==> config.mk <==
export PLATFORM = sky130hd
export DESIGN_NAME = teletext_packet_prefix_generator_core_flat
export DESIGN_NICKNAME = d
export VERILOG_FILES = /design/src/design/ttpg_pkg.sv /design/src/design/ttpg_req_if.sv /design/src/design/ttpg_byte_if.sv /design/src/design/ttpg_ctrl.sv /design/src/design/ttpg_datapath.sv /design/src/design/teletext_packet_prefix_generator_core.sv /design/src/flat_wrapper.sv
export VERILOG_INCLUDE_DIRS = /design/src /design/src/design
export SDC_FILE = /design/constraint.sdc
export NUM_CORES = 1
export LEC_CHECK = 0
export ABC_AREA = 1
export ABC_CLOCK_PERIOD_IN_PS = 6400
export BUFFER_PORTS_ARGS = -buffer_cell sky130_fd_sc_hd__buf_2
export CAP_MARGIN = 20
export CORE_MARGIN = 3
export CORE_UTILIZATION = 58
export DETAILED_ROUTE_END_ITERATION = 7
export GPL_ROUTABILITY_DRIVEN = 1
export PLACE_DENSITY_LB_ADDON = 0.15
export SLEW_MARGIN = 15
export SYNTH_ARGS = -nofsm -noshare
export SYNTH_HDL_FRONTEND = slang
export SYNTH_SLANG_ARGS = --single-unit
==> constraint.sdc <==
create_clock -name i_clk -period 6.4 [get_ports i_clk]
set_input_delay 1.28 -clock i_clk [delete_from_list [all_inputs] [get_ports i_clk]]
set_output_delay 1.28 -clock i_clk [all_outputs]
set_load 0.05 [all_outputs]
==> src/design/assert_macros.svh <==
// assertion macros used by the packet generator core
// no dependencies; include guard below
`ifndef ASSERT_MACROS_SVH
`define ASSERT_MACROS_SVH

// plain property checked on every clock edge out of reset
`define ASSERT_PROP(lbl, clk, rst_n, prop, msg) \
    lbl: assert property (@(posedge clk) disable iff (!(rst_n)) (prop)) else $error(msg);

// same-cycle implication
`define ASSERT_IMPLIES(lbl, clk, rst_n, ante, cons, msg) \
    `ASSERT_PROP(lbl, clk, rst_n, (ante) |-> (cons), msg)

// next-cycle implication
`define ASSERT_NEXT(lbl, clk, rst_n, ante, cons, msg) \
    `ASSERT_PROP(lbl, clk, rst_n, (ante) |=> (cons), msg)

`endif

==> src/design/ttpg_pkg.sv <==
// shared types, constants and the hamming 8/4 code table
// no dependencies
`timescale 1ns / 1ps

package ttpg_pkg;

    localparam int PACKET_BYTES = 45;
    localparam int HEADER_BYTES = 13;

    localparam int OP_W       = 2;
    localparam int MAG_W      = 3;
    localparam int ROW_W      = 5;
    localparam int PAGE_W     = 8;
    localparam int SUB_W      = 13;
    localparam int CTL_W      = 15;
    localparam int DES_W      = 4;
    localparam int BYTE_W     = 8;
    localparam int INDEX_W    = 6;

    localparam logic [INDEX_W-1:0] LAST_FULL   = INDEX_W'(PACKET_BYTES - 1);
    localparam logic [INDEX_W-1:0] LAST_HEADER = INDEX_W'(HEADER_BYTES - 1);

    localparam logic [BYTE_W-1:0] RUN_IN  = 8'h55;
    localparam logic [BYTE_W-1:0] FRAMING = 8'h27;
    localparam logic [BYTE_W-1:0] SPACE   = 8'h20;

    localparam logic [MAG_W-1:0] FILLER_MAG = 3'd0;
    localparam logic [ROW_W-1:0] FILLER_ROW = 5'd25;
    localparam logic [ROW_W-1:0] HEADER_ROW = 5'd0;

    typedef enum logic [OP_W-1:0] {
        OP_HEADER  = 2'd0,
        OP_FILLER  = 2'd1,
        OP_QUIET   = 2'd2,
        OP_ENHANCE = 2'd3
    } t_opcode;

    typedef struct packed {
        logic load;
        logic advance;
    } t_dp_cmd;

    typedef struct packed {
        logic last;
    } t_dp_status;

    localparam logic [BYTE_W-1:0] HAM84 [16] = '{
        8'h15, 8'h02, 8'h49, 8'h5E, 8'h64, 8'h73, 8'h38, 8'h2F,
        8'hD0, 8'hC7, 8'h8C, 8'h9B, 8'hA1, 8'hB6, 8'hFD, 8'hEA
    };

    function automatic logic [BYTE_W-1:0] ham84(input logic [3:0] nib);
        return HAM84[nib];
    endfunction

endpackage

==> src/design/ttpg_req_if.sv <==
// request channel: one packet request per beat
// depends on ttpg_pkg
`timescale 1ns / 1ps

interface ttpg_req_if import ttpg_pkg::*; ();
    logic               valid;
    logic               ready;
    logic [OP_W-1:0]    opcode;
    logic [MAG_W-1:0]   magazine;
    logic [ROW_W-1:0]   row_number;
    logic [PAGE_W-1:0]  page_number;
    logic [SUB_W-1:0]   sub_code;
    logic [CTL_W-1:0]   control_flags;
    logic [DES_W-1:0]   designation;

    modport source (
        output valid, opcode, magazine, row_number, page_number, sub_code,
               control_flags, designation,
        input  ready
    );
    modport sink (
        input  valid, opcode, magazine, row_number, page_number, sub_code,
               control_flags, designation,
        output ready
    );
endinterface

==> src/design/ttpg_byte_if.sv <==
// output channel: one packet byte per beat
// depends on ttpg_pkg
`timescale 1ns / 1ps

interface ttpg_byte_if import ttpg_pkg::*; ();
    logic                valid;
    logic                ready;
    logic [BYTE_W-1:0]   packet_byte;
    logic [INDEX_W-1:0]  byte_index;
    logic                last_byte;

    modport source (
        output valid, packet_byte, byte_index, last_byte,
        input  ready
    );
    modport sink (
        input  valid, packet_byte, byte_index, last_byte,
        output ready
    );
endinterface

==> src/design/ttpg_ctrl.sv <==
// controller: idle / send state machine driving the handshakes
// depends on ttpg_pkg
`timescale 1ns / 1ps

module ttpg_ctrl import ttpg_pkg::*; (
    input  logic       i_clk,
    input  logic       i_rst_n,
    input  logic       i_req_valid,
    output logic       o_req_ready,
    output logic       o_out_valid,
    input  logic       i_out_ready,
    input  t_dp_status i_status,
    output t_dp_cmd    o_cmd
);

    typedef enum logic [1:0] {
        S_IDLE = 2'b01,
        S_SEND = 2'b10
    } t_state;

    t_state r_state;
    t_state n_state;

    logic w_send;
    logic w_done;

    assign w_send = (r_state == S_SEND);
    // final beat leaves this cycle, so a new request can come in behind it
    assign w_done = w_send && i_out_ready && i_status.last;

    assign o_out_valid   = w_send;
    assign o_req_ready   = (r_state == S_IDLE) || w_done;
    assign o_cmd.load    = i_req_valid && o_req_ready;
    assign o_cmd.advance = w_send && i_out_ready;

    always_comb begin
        n_state = r_state;
        case (r_state)
            S_IDLE: begin
                if (o_cmd.load) n_state = S_SEND;
            end
            S_SEND: begin
                if (o_cmd.load) n_state = S_SEND;
                else if (w_done) n_state = S_IDLE;
            end
            default: n_state = S_IDLE;
        endcase
    end

    always_ff @(posedge i_clk) begin
        if (!i_rst_n) begin
            r_state <= S_IDLE;
        end else begin
            r_state <= n_state;
        end
    end

endmodule

==> src/design/ttpg_datapath.sv <==
// datapath: held request, byte position counter and byte formatter
// depends on ttpg_pkg
`timescale 1ns / 1ps

module ttpg_datapath import ttpg_pkg::*; (
    input  logic                i_clk,
    input  logic                i_rst_n,
    input  t_dp_cmd             i_cmd,
    input  logic [OP_W-1:0]     i_opcode,
    input  logic [MAG_W-1:0]    i_magazine,
    input  logic [ROW_W-1:0]    i_row_number,
    input  logic [PAGE_W-1:0]   i_page_number,
    input  logic [SUB_W-1:0]    i_sub_code,
    input  logic [CTL_W-1:0]    i_control_flags,
    input  logic [DES_W-1:0]    i_designation,
    output t_dp_status          o_status,
    output logic [BYTE_W-1:0]   o_packet_byte,
    output logic [INDEX_W-1:0]  o_byte_index,
    output logic                o_last_byte
);

    t_opcode             r_op;
    logic [MAG_W-1:0]    r_mag;
    logic [ROW_W-1:0]    r_row;
    logic [PAGE_W-1:0]   r_page;
    logic [SUB_W-1:0]    r_sub;
    logic [CTL_W-1:0]    r_ctl;
    logic [DES_W-1:0]    r_des;
    logic [INDEX_W-1:0]  r_pos;
    logic [INDEX_W-1:0]  n_pos;

    logic [MAG_W-1:0]    w_mag;
    logic [ROW_W-1:0]    w_row;
    logic [INDEX_W-1:0]  w_last_idx;
    logic                w_last;
    logic [3:0]          w_nib;
    logic [BYTE_W-1:0]   w_byte;

    // request fields: payload only, loaded on the accepted request beat
    always_ff @(posedge i_clk) begin
        if (i_cmd.load) begin
            r_op  <= t_opcode'(i_opcode);
            r_mag <= i_magazine;
            r_row <= i_row_number;
            r_page <= i_page_number;
            r_sub <= i_sub_code;
            r_ctl <= i_control_flags;
            r_des <= i_designation;
        end
    end

    assign w_last_idx = (r_op == OP_HEADER) ? LAST_HEADER : LAST_FULL;
    assign w_last     = (r_pos == w_last_idx);

    always_comb begin
        n_pos = r_pos;
        if (i_cmd.load) n_pos = '0;
        else if (i_cmd.advance) n_pos = w_last ? '0 : r_pos + 1'b1;
    end

    always_ff @(posedge i_clk) begin
        if (!i_rst_n) begin
            r_pos <= '0;
        end else begin
            r_pos <= n_pos;
        end
    end

    // mrag source: filler forces magazine 0 / row 25, header is row 0
    always_comb begin
        w_mag = r_mag;
        w_row = r_row;
        case (r_op)
            OP_FILLER: begin
                w_mag = FILLER_MAG;
                w_row = FILLER_ROW;
            end
            OP_HEADER:  w_row = HEADER_ROW;
            default:    ;
        endcase
    end

    // nibble to code for the header body bytes
    always_comb begin
        case (r_pos)
            6'd5:    w_nib = r_page[3:0];
            6'd6:    w_nib = r_page[7:4];
            6'd7:    w_nib = r_sub[3:0];
            6'd8:    w_nib = {r_ctl[14], r_sub[6:4]};
            6'd9:    w_nib = r_sub[10:7];
            6'd10:   w_nib = {r_ctl[1], r_ctl[0], r_sub[12:11]};
            6'd11:   w_nib = r_ctl[5:2];
            6'd12:   w_nib = {r_ctl[9:7], r_ctl[6]};
            default: w_nib = '0;
        endcase
    end

    always_comb begin
        w_byte = '0;
        if (r_op != OP_QUIET) begin
            case (r_pos)
                6'd0, 6'd1: w_byte = RUN_IN;
                6'd2:       w_byte = FRAMING;
                6'd3:       w_byte = ham84({w_row[0], w_mag});
                6'd4:       w_byte = ham84(w_row[4:1]);
                default: begin
                    case (r_op)
                        OP_HEADER:  w_byte = ham84(w_nib);
                        OP_FILLER:  w_byte = SPACE;
                        OP_ENHANCE: w_byte = (r_pos == 6'd5) ? ham84(r_des) : '0;
                        default:    w_byte = '0;
                    endcase
                end
            endcase
        end
    end

    assign o_status.last = w_last;
    assign o_packet_byte = w_byte;
    assign o_byte_index  = r_pos;
    assign o_last_byte   = w_last;

endmodule

==> src/design/teletext_packet_prefix_generator_core.sv <==
// Teletext packet generator: one request in, 13 (header) or 45 bytes out.
// The first byte is valid in the cycle after the request beat.
// Throughput: one byte per cycle while the receiver is ready; the byte position
// counter ends each packet, and the next request is taken with the final byte beat.
// Reset (synchronous, active low) returns the controller to idle with the
// position counter at zero; no byte is pending after reset.
`timescale 1ns / 1ps
`include "assert_macros.svh"

module teletext_packet_prefix_generator_core import ttpg_pkg::*; (
    input  logic         i_clk,
    input  logic         i_rst_n,
    ttpg_req_if.sink     i_req,
    ttpg_byte_if.source  o_byte
);

    t_dp_cmd    w_cmd;
    t_dp_status w_status;

    ttpg_ctrl u_ctrl (
        .i_clk       (i_clk),
        .i_rst_n     (i_rst_n),
        .i_req_valid (i_req.valid),
        .o_req_ready (i_req.ready),
        .o_out_valid (o_byte.valid),
        .i_out_ready (o_byte.ready),
        .i_status    (w_status),
        .o_cmd       (w_cmd)
    );

    ttpg_datapath u_dp (
        .i_clk           (i_clk),
        .i_rst_n         (i_rst_n),
        .i_cmd           (w_cmd),
        .i_opcode        (i_req.opcode),
        .i_magazine      (i_req.magazine),
        .i_row_number    (i_req.row_number),
        .i_page_number   (i_req.page_number),
        .i_sub_code      (i_req.sub_code),
        .i_control_flags (i_req.control_flags),
        .i_designation   (i_req.designation),
        .o_status        (w_status),
        .o_packet_byte   (o_byte.packet_byte),
        .o_byte_index    (o_byte.byte_index),
        .o_last_byte     (o_byte.last_byte)
    );

    `ASSERT_NEXT(a_req_starts_packet, i_clk, i_rst_n, i_req.valid && i_req.ready, o_byte.valid && o_byte.byte_index == '0, "request beat did not start a packet")
    `ASSERT_NEXT(a_index_steps, i_clk, i_rst_n, o_byte.valid && o_byte.ready && !o_byte.last_byte, o_byte.valid && o_byte.byte_index == $past(o_byte.byte_index) + 1'b1, "byte index did not step by one")
    `ASSERT_NEXT(a_last_wraps, i_clk, i_rst_n, o_byte.valid && o_byte.ready && o_byte.last_byte, !o_byte.valid || o_byte.byte_index == '0, "packet continued past its final byte")
    `ASSERT_IMPLIES(a_last_position, i_clk, i_rst_n, o_byte.valid && o_byte.last_byte, o_byte.byte_index == LAST_HEADER || o_byte.byte_index == LAST_FULL, "final byte at an unexpected index")

endmodule

==> src/flat_wrapper.sv <==
// flat-port wrapper written by rule: the top's interface ports become plain ports
module teletext_packet_prefix_generator_core_flat import ttpg_pkg::*;
  (i_clk, i_rst_n, i_req_valid, i_req_opcode, i_req_magazine, i_req_row_number, i_req_page_number, i_req_sub_code, i_req_control_flags, i_req_designation, i_req_ready, o_byte_valid, o_byte_packet_byte, o_byte_byte_index, o_byte_last_byte, o_byte_ready);
  ttpg_req_if i_req_i ();
  ttpg_byte_if o_byte_i ();
  input  logic i_clk;
  input  logic i_rst_n;
  input wire logic [$bits(i_req_i.valid)-1:0] i_req_valid;
  input wire logic [$bits(i_req_i.opcode)-1:0] i_req_opcode;
  input wire logic [$bits(i_req_i.magazine)-1:0] i_req_magazine;
  input wire logic [$bits(i_req_i.row_number)-1:0] i_req_row_number;
  input wire logic [$bits(i_req_i.page_number)-1:0] i_req_page_number;
  input wire logic [$bits(i_req_i.sub_code)-1:0] i_req_sub_code;
  input wire logic [$bits(i_req_i.control_flags)-1:0] i_req_control_flags;
  input wire logic [$bits(i_req_i.designation)-1:0] i_req_designation;
  output wire logic [$bits(i_req_i.ready)-1:0] i_req_ready;
  output wire logic [$bits(o_byte_i.valid)-1:0] o_byte_valid;
  output wire logic [$bits(o_byte_i.packet_byte)-1:0] o_byte_packet_byte;
  output wire logic [$bits(o_byte_i.byte_index)-1:0] o_byte_byte_index;
  output wire logic [$bits(o_byte_i.last_byte)-1:0] o_byte_last_byte;
  input wire logic [$bits(o_byte_i.ready)-1:0] o_byte_ready;
  assign i_req_i.valid = i_req_valid;
  assign i_req_i.opcode = i_req_opcode;
  assign i_req_i.magazine = i_req_magazine;
  assign i_req_i.row_number = i_req_row_number;
  assign i_req_i.page_number = i_req_page_number;
  assign i_req_i.sub_code = i_req_sub_code;
  assign i_req_i.control_flags = i_req_control_flags;
  assign i_req_i.designation = i_req_designation;
  assign i_req_ready = i_req_i.ready;
  assign o_byte_valid = o_byte_i.valid;
  assign o_byte_packet_byte = o_byte_i.packet_byte;
  assign o_byte_byte_index = o_byte_i.byte_index;
  assign o_byte_last_byte = o_byte_i.last_byte;
  assign o_byte_i.ready = o_byte_ready;
  teletext_packet_prefix_generator_core u_core (.i_clk(i_clk), .i_rst_n(i_rst_n), .i_req(i_req_i), .o_byte(o_byte_i));
endmodule
==> results of run 1 <==
## power groups by stage
| stage | clock [mW] | sequential [mW] | combinational, mW |
|---|---|---|---|
| finish | 0.184 | 0.478 | 0.201 |
| global route | 0.205 | 0.483 | 0.227 |
| CTS | 0.187 | 0.477 | 0.203 |
| detailed placement | 0 | 0.486 | 0.202 |
| global placement | 0 | 0.484 | 0.198 |
| floorplan | 0 | 0.479 | 0.152 |
## final cells by class
type	instances	area share, %
Sequential cell	54	43.9
Timing Repair Buffer	67	9.63
Tap cell	67	2.39
Clock buffer	5	1.96
Inverter	38	4.07
Multi-Input combinational cell	233	37.4
Clock inverter	3	0.606
## sequential cells by signal (all words and copies together), names as in the netlist
register / flops
u_core.u_dp.r_sub: 13
u_core.u_dp.r_ctl: 11
u_core.u_dp.r_page: 8
u_core.u_dp.o_byte_index: 6
u_core.u_dp.r_row: 5
u_core.u_dp.r_des: 4
u_core.u_dp.r_mag: 3
u_core.u_ctrl.r_state: 2
u_core.u_dp.r_op: 2
## cells by family (layout without fill, tap and decap cells)
kind of cell	after synthesis	count (layout)	synth area share (%)
AO/OA/AOI/OAI	40	40	7.97
XOR/XNOR	15	15	4.29
adder cells (fa/ha/maj)	6	6	2.45
buffers and inverters	47	113	6.99
flip-flops	54	54	50.4
AND/OR/NAND/NOR	172	172	27.9
## metal layers
metal  up-vias  GRT usage, %
met2        56          37.9
met5         -             0
met4         0          5.77
met3         6          2.98
li1       1284             -
met1      1141          26.8
## metrics by stage
stage                     hold WS [ps]  instances  instance area (um2)
after floorplan                    456        334                 3060
after global placement             475        459                 3420
after detailed placement           487        459                 3420
after CTS                          500        467                 3510
after global routing               533        467                 3510
final                              493        467                 3510
## tightest hold or removal path: stages, from the launching register on
cell,delay [ps]
dfxtp_1,330
nand2_1,70
a21oi_1,50
## synth_stat cells, drive strengths merged (2+ instances only)
master  number  area share (%)
o21ai       14             2.3
and3         2            0.41
buf          9             2.3
inv         37             4.5
o211ai       3            0.74
nand2       78              11
nor2        32             5.5
xnor2        6             1.7
nand4       27             5.5
ha           6             2.5
nor3         2            0.33
xor2         9             2.6
a21oi       14             2.8
dfxtp        8             5.2
a31oi        3            0.61
nand3       29             5.2
o22ai        2            0.41
edfxtp      46              45
## worst max path at each step
stage | endpoint | cells past startpoint | slack [ps] | start
floorplan | o_byte_packet_byte[7] | 8 | 2280 | u_core.u_dp.o_byte_index[0]$_SDFFE_PP0P_
global placement | o_byte_packet_byte[6] | 10 | 2890 | u_core.u_dp.o_byte_index[4]$_SDFFE_PP0P_
detailed placement | o_byte_packet_byte[6] | 10 | 2860 | u_core.u_dp.o_byte_index[4]$_SDFFE_PP0P_
CTS | o_byte_packet_byte[6] | 14 | 2490 | u_core.u_dp.o_byte_index[4]$_SDFFE_PP0P_
global route | o_byte_packet_byte[6] | 10 | 2230 | u_core.u_dp.o_byte_index[4]$_SDFFE_PP0P_
finish | o_byte_packet_byte[6] | 14 | 2480 | u_core.u_dp.o_byte_index[4]$_SDFFE_PP0P_
==> reports/qor.yml, run 1 <==
die:
  initial_utilization_pct: 62.3
  die_y_um: 78.6
  rows: 25
  boundaryPins: 71
  die_width_um: 78.6
  coreArea_um2: 4910
  die_area_um2: 6180
placement:
  portBuffers: 66
  post-dp-hpwl_um: 4720
  post-place-ws_ps: 2860
  gp_congestion: 0.884
logic_synthesis:
  synth_cells: 334
  ys_ff_latch: 54
  async_reset_ff_share_pct: 0
  postSynthAreaPerCell_um2: 9.16
  synth_edf_count: 46
  synth-main-ff-cell: "edfxtp_1"
  yosysSeqAreaShare_pct: 50.4
  synth_cell_types: 35
  synth_nets: 394
  yosysWarnings: 0
  synth_area_um2: 3060
cts:
  htreeDepth: 2
  clock_latency_ps: 300
  postCtsSetupRepairBufs: 0
  cts_resized: 0
  path_clk_slew_ps: 100
  hold_buffers: 0
  cts_num_sinks: 54
  clock_path_buffers: 2
  cts_tree: "done"
  cts_root_buffer: "clkbuf_8"
  cts-buffers-inserted: 5
hold_path:
  min_path_type: "flip-flop to flip-flop"
  min_to: "u_core.u_ctrl.r_state[1]$_SDFFE_PN0P_"
  min_from: "u_core.u_ctrl.r_state[1]$_SDFFE_PN0P_"
  worst_hold_path.num_cells: 2
critical_path:
  r2r_cells: 10
  path_cells: "nor2_4, nand2_1, nor2_1, nand2_1, nand2_1, nor2_2, nand2_4, inv_2, nand2_1, nand3_1, nand3_1, nand2_1, inv_1, buf_2"
  slowest_stage: "nor2_4"
  regToRegEndpoint: "u_core.u_dp.o_byte_index[0]$_SDFFE_PP0P_"
  path_class: "flip-flop to output port"
  critPathMostFrequentCell: "nand2_1"
  r2r_slack_ps: 3980
  crit_family: "simple AND/OR/NAND/NOR gates"
  crit_arrival_ps: 2640
  start_kind: "flip-flop"
  cp_num_buf_inv: 3
  worstReg2RegStart: "u_core.u_dp.o_byte_index[0]$_SDFFE_PP0P_"
  cpPeakStageDelay_ps: 610
  crit_fanout: 35
  cp-end-kind: "output port"
  cp.required_ps: 5120
timing:
  worst_pin_slew_ps: 752
  fin_crit_sh_pct: 61.2
  skew_ps: 8.86
  fmax_mhz: 255
  finalHoldViolCount: 0
  fin_crit_ps: 3920
  setup_viol: 0
  max-slew-margin-rel_pct: 49.8
  setup_slack_ps: 2480
  slew_viol_final: 0
  fin_setup_tns_ps: 0
  rsz0062_at_grt: "false"
pwr:
  power-per-cell-area_nw_per_um2: 246
  p_clk_share_pct: 21.3
  power_switching_mw: 0.273
  pwr-share-comb_pct: 23.3
  p_int_mw: 0.590
  seqPwrFrac_pct: 55.4
  p_leak_nw: 1.54
  ir_drop_mv: 0.199
  p_total_mw: 0.862
  netSwitchingFraction_pct: 31.6
drt:
  wl_per_cell_um: 13.2
  vias: 2487
  vias_per_cell: 5.33
  drt_iter0_markers: 103
  routed_wl_um: 6160
  dr.pass1.iters: 4
  met1Wirelength_um: 2660
  wl_met2_um: 3180
  drcViolationCount: 0
  wl_met3_um: 264
  highest_layer: "met4"
  antenna_left: 0
final_layout:
  final_cell_mix: "nand2_1, buf_2, edfxtp_1"
  drive_above_1_share_pct: 26.8
  regArea_um2: 1540
  fill_cells: 395
  syn2layout_area_growth_pct: 14.6
  layout_commonest_cell: "nand2_1"
  nets: 459
  multi_input_area_um2: 1310
  n_antenna_cell: 0
  postLayoutCoreUtil_pct: 71.4
run_status:
  status: "completed"
global_routing:
  grt_pass1_wl_um: 10400
  antenna_found_initial: 0
  grt.overflow.total: 0
  grt_max_degree: 51
  grt_pass1_vias: 2326
  grt.total_usage_pct: 21.2
job:
  cap_viol_max_count: 0
Note: power is estimated with default switching activity, not from simulation.
==> run 2, diff against run 1 <==
--- a/config.mk
+++ b/config.mk
@@ -7,11 +7,11 @@
 export NUM_CORES = 1
 export LEC_CHECK = 0
 export ABC_AREA = 1
-export ABC_CLOCK_PERIOD_IN_PS = 6400
+export ABC_CLOCK_PERIOD_IN_PS = 3600
 export BUFFER_PORTS_ARGS = -buffer_cell sky130_fd_sc_hd__buf_2
 export CAP_MARGIN = 20
 export CORE_MARGIN = 3
-export CORE_UTILIZATION = 58
+export CORE_UTILIZATION = 49
 export DETAILED_ROUTE_END_ITERATION = 7
 export GPL_ROUTABILITY_DRIVEN = 1
 export PLACE_DENSITY_LB_ADDON = 0.15
==> constraint.sdc (replaced) <==
create_clock -name i_clk -period 3.6 [get_ports i_clk]
set_input_delay 0.72 -clock i_clk [delete_from_list [all_inputs] [get_ports i_clk]]
set_output_delay 0.72 -clock i_clk [all_outputs]
set_load 0.05 [all_outputs]
==> run 2 against run 1 <==
Net effect:
- utilization decreased by 13 points
- global-route usage decreased by 3.6 points
- worst hold slack about the same
- non-clock buffer count increased by 1
- die area increased by 17%
- count of clock-buffer cells in the layout increased by 1
- via count increased by 0.36%
- combinational power increased by 78%
- setup slack got worse by 2100 ps
- flip-flop and latch count unchanged
- highest routed layer unchanged
==> reports/qor.yml, run 2 (same netlist as run 1, synthesis figures left out) <==
critical_path:
  cp-end-kind: "output port"
  cpPeakStageDelay_ps: 420
  cp_num_buf_inv: 3
  start_kind: "flip-flop"
  crit_family: "simple AND/OR/NAND/NOR gates"
  crit_arrival_ps: 2490
  path_class: "flip-flop to output port"
  cp.required_ps: 2880
  path_cells: "inv_1, ha_1, nand3_1, nand4_1, inv_2, o21ai_1, nor2_1, nor3_1, buf_2"
  crit_fanout: 9
  slowest_stage: "ha_1"
drt:
  wl_per_cell_um: 13.1
  drt_iter0_markers: 116
  dr.pass1.iters: 4
  antenna_left: 0
  routed_wl_um: 6230
  vias: 2496
  vias_per_cell: 5.24
  drcViolationCount: 0
placement:
  portBuffers: 66
  post-place-ws_ps: 742
  gp_congestion: 0.928
  post-dp-hpwl_um: 4750
  place_inst: 468
  place_area_um2: 3440
hold_path:
  min_path_type: "flip-flop to flip-flop"
timing:
  fin_setup_tns_ps: 0
  worst_pin_slew_ps: 593
  skew_ps: 9.19
  max-slew-margin-rel_pct: 60.5
  fin_crit_sh_pct: 89.2
  finalHoldViolCount: 0
  fmax_mhz: 311
  rsz0062_at_grt: "false"
  setup_viol: 0
  slew_viol_final: 0
  whs_ps: 494
  fin_crit_ps: 3210
  setup_slack_ps: 388
global_routing:
  grt.total_usage_pct: 17.6
  grt_pass1_vias: 2204
  grt_pass1_wl_um: 10200
  grt.overflow.total: 0
  antenna_found_initial: 0
  grt_max_degree: 51
cts:
  cts_num_sinks: 54
  cts-buffers-inserted: 5
  cts_resized: 0
  htreeDepth: 2
  hold_buffers: 0
  postCtsSetupRepairBufs: 0
  clock_latency_ps: 300
  clock_path_buffers: 2
  path_clk_slew_ps: 90
  cts_root_buffer: "clkbuf_8"
  cts_tree: "done"
final_layout:
  multi_input_area_um2: 1310
  regArea_um2: 1540
  fin_cells: 476
  n_antenna_cell: 0
  nets: 460
  drive_above_1_share_pct: 26.4
  largest_register_ffs: 13
  fill_cells: 544
  top_regs: "u_core.u_dp.r_sub: 13 flops, u_core.u_dp.r_ctl: 11 flops, u_core.u_dp.r_page: 8 flops"
  fin_area_um2: 3520
  postLayoutCoreUtil_pct: 58.7
  final_cell_mix: "nand2_1, buf_2, edfxtp_1"
  syn2layout_area_growth_pct: 14.9
  layout_commonest_cell: "nand2_1"
  regMostFlops: "u_core.u_dp.r_sub"
die:
  coreArea_um2: 5990
  die_width_um: 85.0
  boundaryPins: 71
  die_y_um: 85.0
  initial_utilization_pct: 51.1
  die_area_um2: 7230
  rows: 28
pwr:
  p_total_mw: 1.52
  power-per-cell-area_nw_per_um2: 433
  p_leak_nw: 1.54
  ir_drop_mv: 0.363
run_status:
  status: "completed"
job:
  cap_viol_max_count: 0
## run 2: changes by cell type in the layout (fill, tap and decap cells not counted)
cell	delta
clkinv_1	+1
clkinvlp_4	-1
clkbuf_1	+1
clkinv_4	-1
buf_4	+1
## run 2: final cells by class
class                   instances  area share, %
clock buffers                   6           2.06
clock inverters                 2          0.249
inverters                      38           4.06
multi-input cells             233           37.3
flip-flops and latches         54           43.8
well taps                      75           2.67
repair buffers                 68           9.82
## run 2: routing by layer
layer  global-route usage [%]  wire length [um]
met2                     29.2              3170
met5                        0                 0
met3                     3.30               331
met4                     5.18                73
met1                     23.6              2660
## run 2: power by group
| group | switching [mW] | internal (mW) |
|---|---|---|
| Sequential | 0.0444 | 0.803 |
| Clock | 0.184 | 0.134 |
| Combinational | 0.249 | 0.109 |
## run 2: worst paths after layout
| check | slack, ps | startpoint | cells after the start | to |
|---|---|---|---|---|
| max | 390 | u_core.u_dp.o_byte_index[0]$_SDFFE_PP0P_ | 9 | o_byte_packet_byte[7] |
| max reg2reg | 1210 | u_core.u_dp.o_byte_index[0]$_SDFFE_PP0P_ | 10 | u_core.u_dp.o_byte_index[5]$_SDFFE_PP0P_ |
| min reg2reg | 490 | u_core.u_ctrl.r_state[1]$_SDFFE_PN0P_ | 2 | u_core.u_ctrl.r_state[1]$_SDFFE_PN0P_ |
| min | 490 | u_core.u_ctrl.r_state[1]$_SDFFE_PN0P_ | 2 | u_core.u_ctrl.r_state[1]$_SDFFE_PN0P_ |
## run 2: worst register-to-register path: cells and delay by family (launching register included)
family                     cells  cell delay [ps]
DFF                            1              360
buffers and inverters          3              730
and+or+nand+nor                5              750
AOI/OAI and AO/OA              1              170
adders and majority gates      1              280
==> run 3, diff against run 2 <==
--- a/config.mk
+++ b/config.mk
@@ -6,12 +6,12 @@
 export SDC_FILE = /design/constraint.sdc
 export NUM_CORES = 1
 export LEC_CHECK = 0
-export ABC_AREA = 1
+export ABC_AREA = 0
 export ABC_CLOCK_PERIOD_IN_PS = 3600
 export BUFFER_PORTS_ARGS = -buffer_cell sky130_fd_sc_hd__buf_2
 export CAP_MARGIN = 20
 export CORE_MARGIN = 3
-export CORE_UTILIZATION = 49
+export CORE_UTILIZATION = 48
 export DETAILED_ROUTE_END_ITERATION = 7
 export GPL_ROUTABILITY_DRIVEN = 1
 export PLACE_DENSITY_LB_ADDON = 0.15
==> run 3 against run 2 <==
Net effect:
- final area is 3.0% higher
- via count is 11% lower
- final cell count is 15% lower
- sequential power is 4.1% higher
- clock skew is 2.3 ps higher
- utilization is 2.1 points higher
- setup slack worse by 280 ps
- register-to-register slack worse by 370 ps
- combinational power is 16% higher
- global-route usage is 0.28 points higher
- routed wire length is 3.1% higher
- critical path depth is 1 higher
- critical path type unchanged
- critical endpoint is now o_byte_packet_byte[6]
- largest cell class unchanged
==> reports/qor.yml, run 3 <==
pwr:
  power_switching_mw: 0.523
  power-per-cell-area_nw_per_um2: 469
  seqPwrFrac_pct: 51.9
  p_leak_nw: 1.41
  ir_drop_mv: 0.455
  pwr-share-comb_pct: 24.4
  netSwitchingFraction_pct: 30.8
  p_int_mw: 1.18
  p_total_mw: 1.70
  p_clk_share_pct: 23.7
logic_synthesis:
  synth_edf_count: 46
  synth_area_leader_cell: "edfxtp_1"
  synth_top_family_by_area: "compound AO/OA/AOI/OAI gates"
  synth_common_cells: "edfxtp_1, nand2_1, nor2_1"
  synthSimpleGateAreaFrac_pct: 14.5
  synth-main-ff-cell: "edfxtp_1"
  synthMuxAreaShare_pct: 0
  synth_top_area_share_pct: 46.4
  synth_area_um2: 2980
  synthAdderAreaFrac_pct: 2.52
  postSynthAreaPerCell_um2: 11.5
  synth.most_common_cell: "edfxtp_1"
  synth_xor_area_share_pct: 9.96
  synth-compound-area-share_pct: 16.4
  synth_area_leaders: "edfxtp_1, dfxtp_1, xnor2_1"
  yosysWarnings: 0
  yosysSeqAreaShare_pct: 51.8
  synth_cells: 258
  async_reset_ff_share_pct: 0
  ys_ff_latch: 54
  synth_nets: 318
  synth_cell_types: 57
final_layout:
  fin_area_um2: 3620
  n_antenna_cell: 0
  layout_commonest_cell: "buf_2"
  top_regs: "u_core.u_dp.r_sub: 13 flops, u_core.u_dp.r_ctl: 11 flops, u_core.u_dp.r_page: 8 flops"
  fill_cells: 510
  final_cell_mix: "buf_2, edfxtp_1, nand2_1"
  drive_above_1_share_pct: 34.4
  nets: 390
  syn2layout_area_growth_pct: 21.7
  largest_register_ffs: 13
  regMostFlops: "u_core.u_dp.r_sub"
timing:
  max-slew-margin-rel_pct: 55.2
  whs_ps: 570
  finalHoldViolCount: 0
  fin_crit_ps: 3500
  worst_pin_slew_ps: 667
  slew_viol_final: 0
  setup_viol: 0
  fin_crit_sh_pct: 97.1
  skew_ps: 11.5
  fmax_mhz: 286
  setup_slack_ps: 105
cts:
  cts-buffers-inserted: 5
  htreeDepth: 2
  cts_tree: "done"
  clock_latency_ps: 310
  cts_num_sinks: 54
  cts_root_buffer: "clkbuf_8"
  path_clk_slew_ps: 90
  clock_path_buffers: 2
drt:
  wl_per_cell_um: 15.8
  met1Wirelength_um: 2800
  routed_wl_um: 6420
  wl_met3_um: 325
  highest_layer: "met4"
  antenna_left: 0
  wl_met2_um: 3230
  vias: 2220
  dr.pass1.iters: 4
  drt_iter0_markers: 109
  vias_per_cell: 5.47
  drcViolationCount: 0
global_routing:
  grt_pass1_wl_um: 10300
  grt.overflow.total: 0
  antenna_found_initial: 0
  grt_pass1_vias: 2207
  grt_max_degree: 37
  grt.total_usage_pct: 17.9
placement:
  post-place-ws_ps: 175
  portBuffers: 66
  post-dp-hpwl_um: 4730
  gp_congestion: 0.810
  place_area_um2: 3390
run_status:
  status: "completed"
die:
  coreArea_um2: 5960
  boundaryPins: 71
  initial_utilization_pct: 50.0
  die_width_um: 84.8
  die_y_um: 84.8
  die_area_um2: 7180
  rows: 28
job:
  cap_viol_max_count: 0
critical_path:
  worstReg2RegStart: "u_core.u_dp.r_op[0]$_DFFE_PP_"
  cp.required_ps: 2880
  crit_arrival_ps: 2780
  start_kind: "flip-flop"
  critPathLaunch: "u_core.u_dp.o_byte_index[1]$_SDFFE_PP0P_"
  crit_fanout: 6
  path_class: "flip-flop to output port"
  cp-end-kind: "output port"
hold_path:
  min_from: "u_core.u_ctrl.r_state[0]$_SDFFE_PN1P_"
  min_path_type: "flip-flop to flip-flop"
## run 3: final cells by class
cell class              instances  area [um2]  share of cell area [%]
clock buffers                   5        68.8                    1.90
clock inverters                 3        42.5                    1.17
inverters                      11        43.8                    1.21
multi-input cells             179        1370                    37.8
flip-flops and latches         54        1550                    42.8
well taps                      75        93.8                    2.59
repair buffers                 79         452                    12.5
## run 3: stage by stage
step	cells	setup TNS, ps	utilization [%]
6_report	406	0	60.8
5_1_grt	406	-5.35	60.8
4_1_cts	401	0	59.2
3_5_place_dp	393	0	56.9
3_3_place_gp	393	0	56.9
2_1_floorplan	258	0	-
## run 3: kinds of logic (layout without fill, tap and decap cells)
group / Yosys count / in the layout
flops: 54 / 54
compound gates: 64 / 64
buf+inv: 25 / 98
xor+xnor: 29 / 29
simple gates: 80 / 80
fa+ha+maj: 6 / 6
## run 3: per-layer routing
metal	up-vias	global-route usage [%]
met5	-	0
met4	0	4.32
met3	6	3.43
met2	65	31.0
met1	1043	23.2
li1	1106	-
## run 3: final timing paths
check | cells after the start | end | slack (ps)
worst max register to register | 5 | u_core.u_dp.r_ctl[4]$_DFFE_PP_ | 840
worst min-delay path | 2 | u_core.u_ctrl.r_state[0]$_SDFFE_PN1P_ | 570
worst max-delay path | 10 | o_byte_packet_byte[6] | 100
worst min register to register | 2 | u_core.u_ctrl.r_state[0]$_SDFFE_PN1P_ | 570
## run 3: power groups by stage
stage	Clock [mW]	Combinational, mW	Sequential (mW)
after floorplan	0	0.313	0.872
after global placement	0	0.397	0.894
after detailed placement	0	0.405	0.896
after CTS	0.412	0.409	0.883
after global routing	0.439	0.460	0.893
final	0.403	0.414	0.882
## run 3: repair_timing
action / CTS / global route
setup buffers: 0 / 5
hold buffers: 0 / 0
cloned: 0 / 0
resized for setup: 6 / 17
pin swaps: 3 / 9
endpoints found under the setup margin: 4 / 4
## run 3: critical path: stages (launching register included)
cell and delay (ps):
dfxtp_4 380, inv_4 50, ha_4 180, a222oi_1 390, inv_1 140, a221oi_4 380
buf_4 180, xor3_1 410, a21oi_2 140, nor2_1 70, buf_6 160
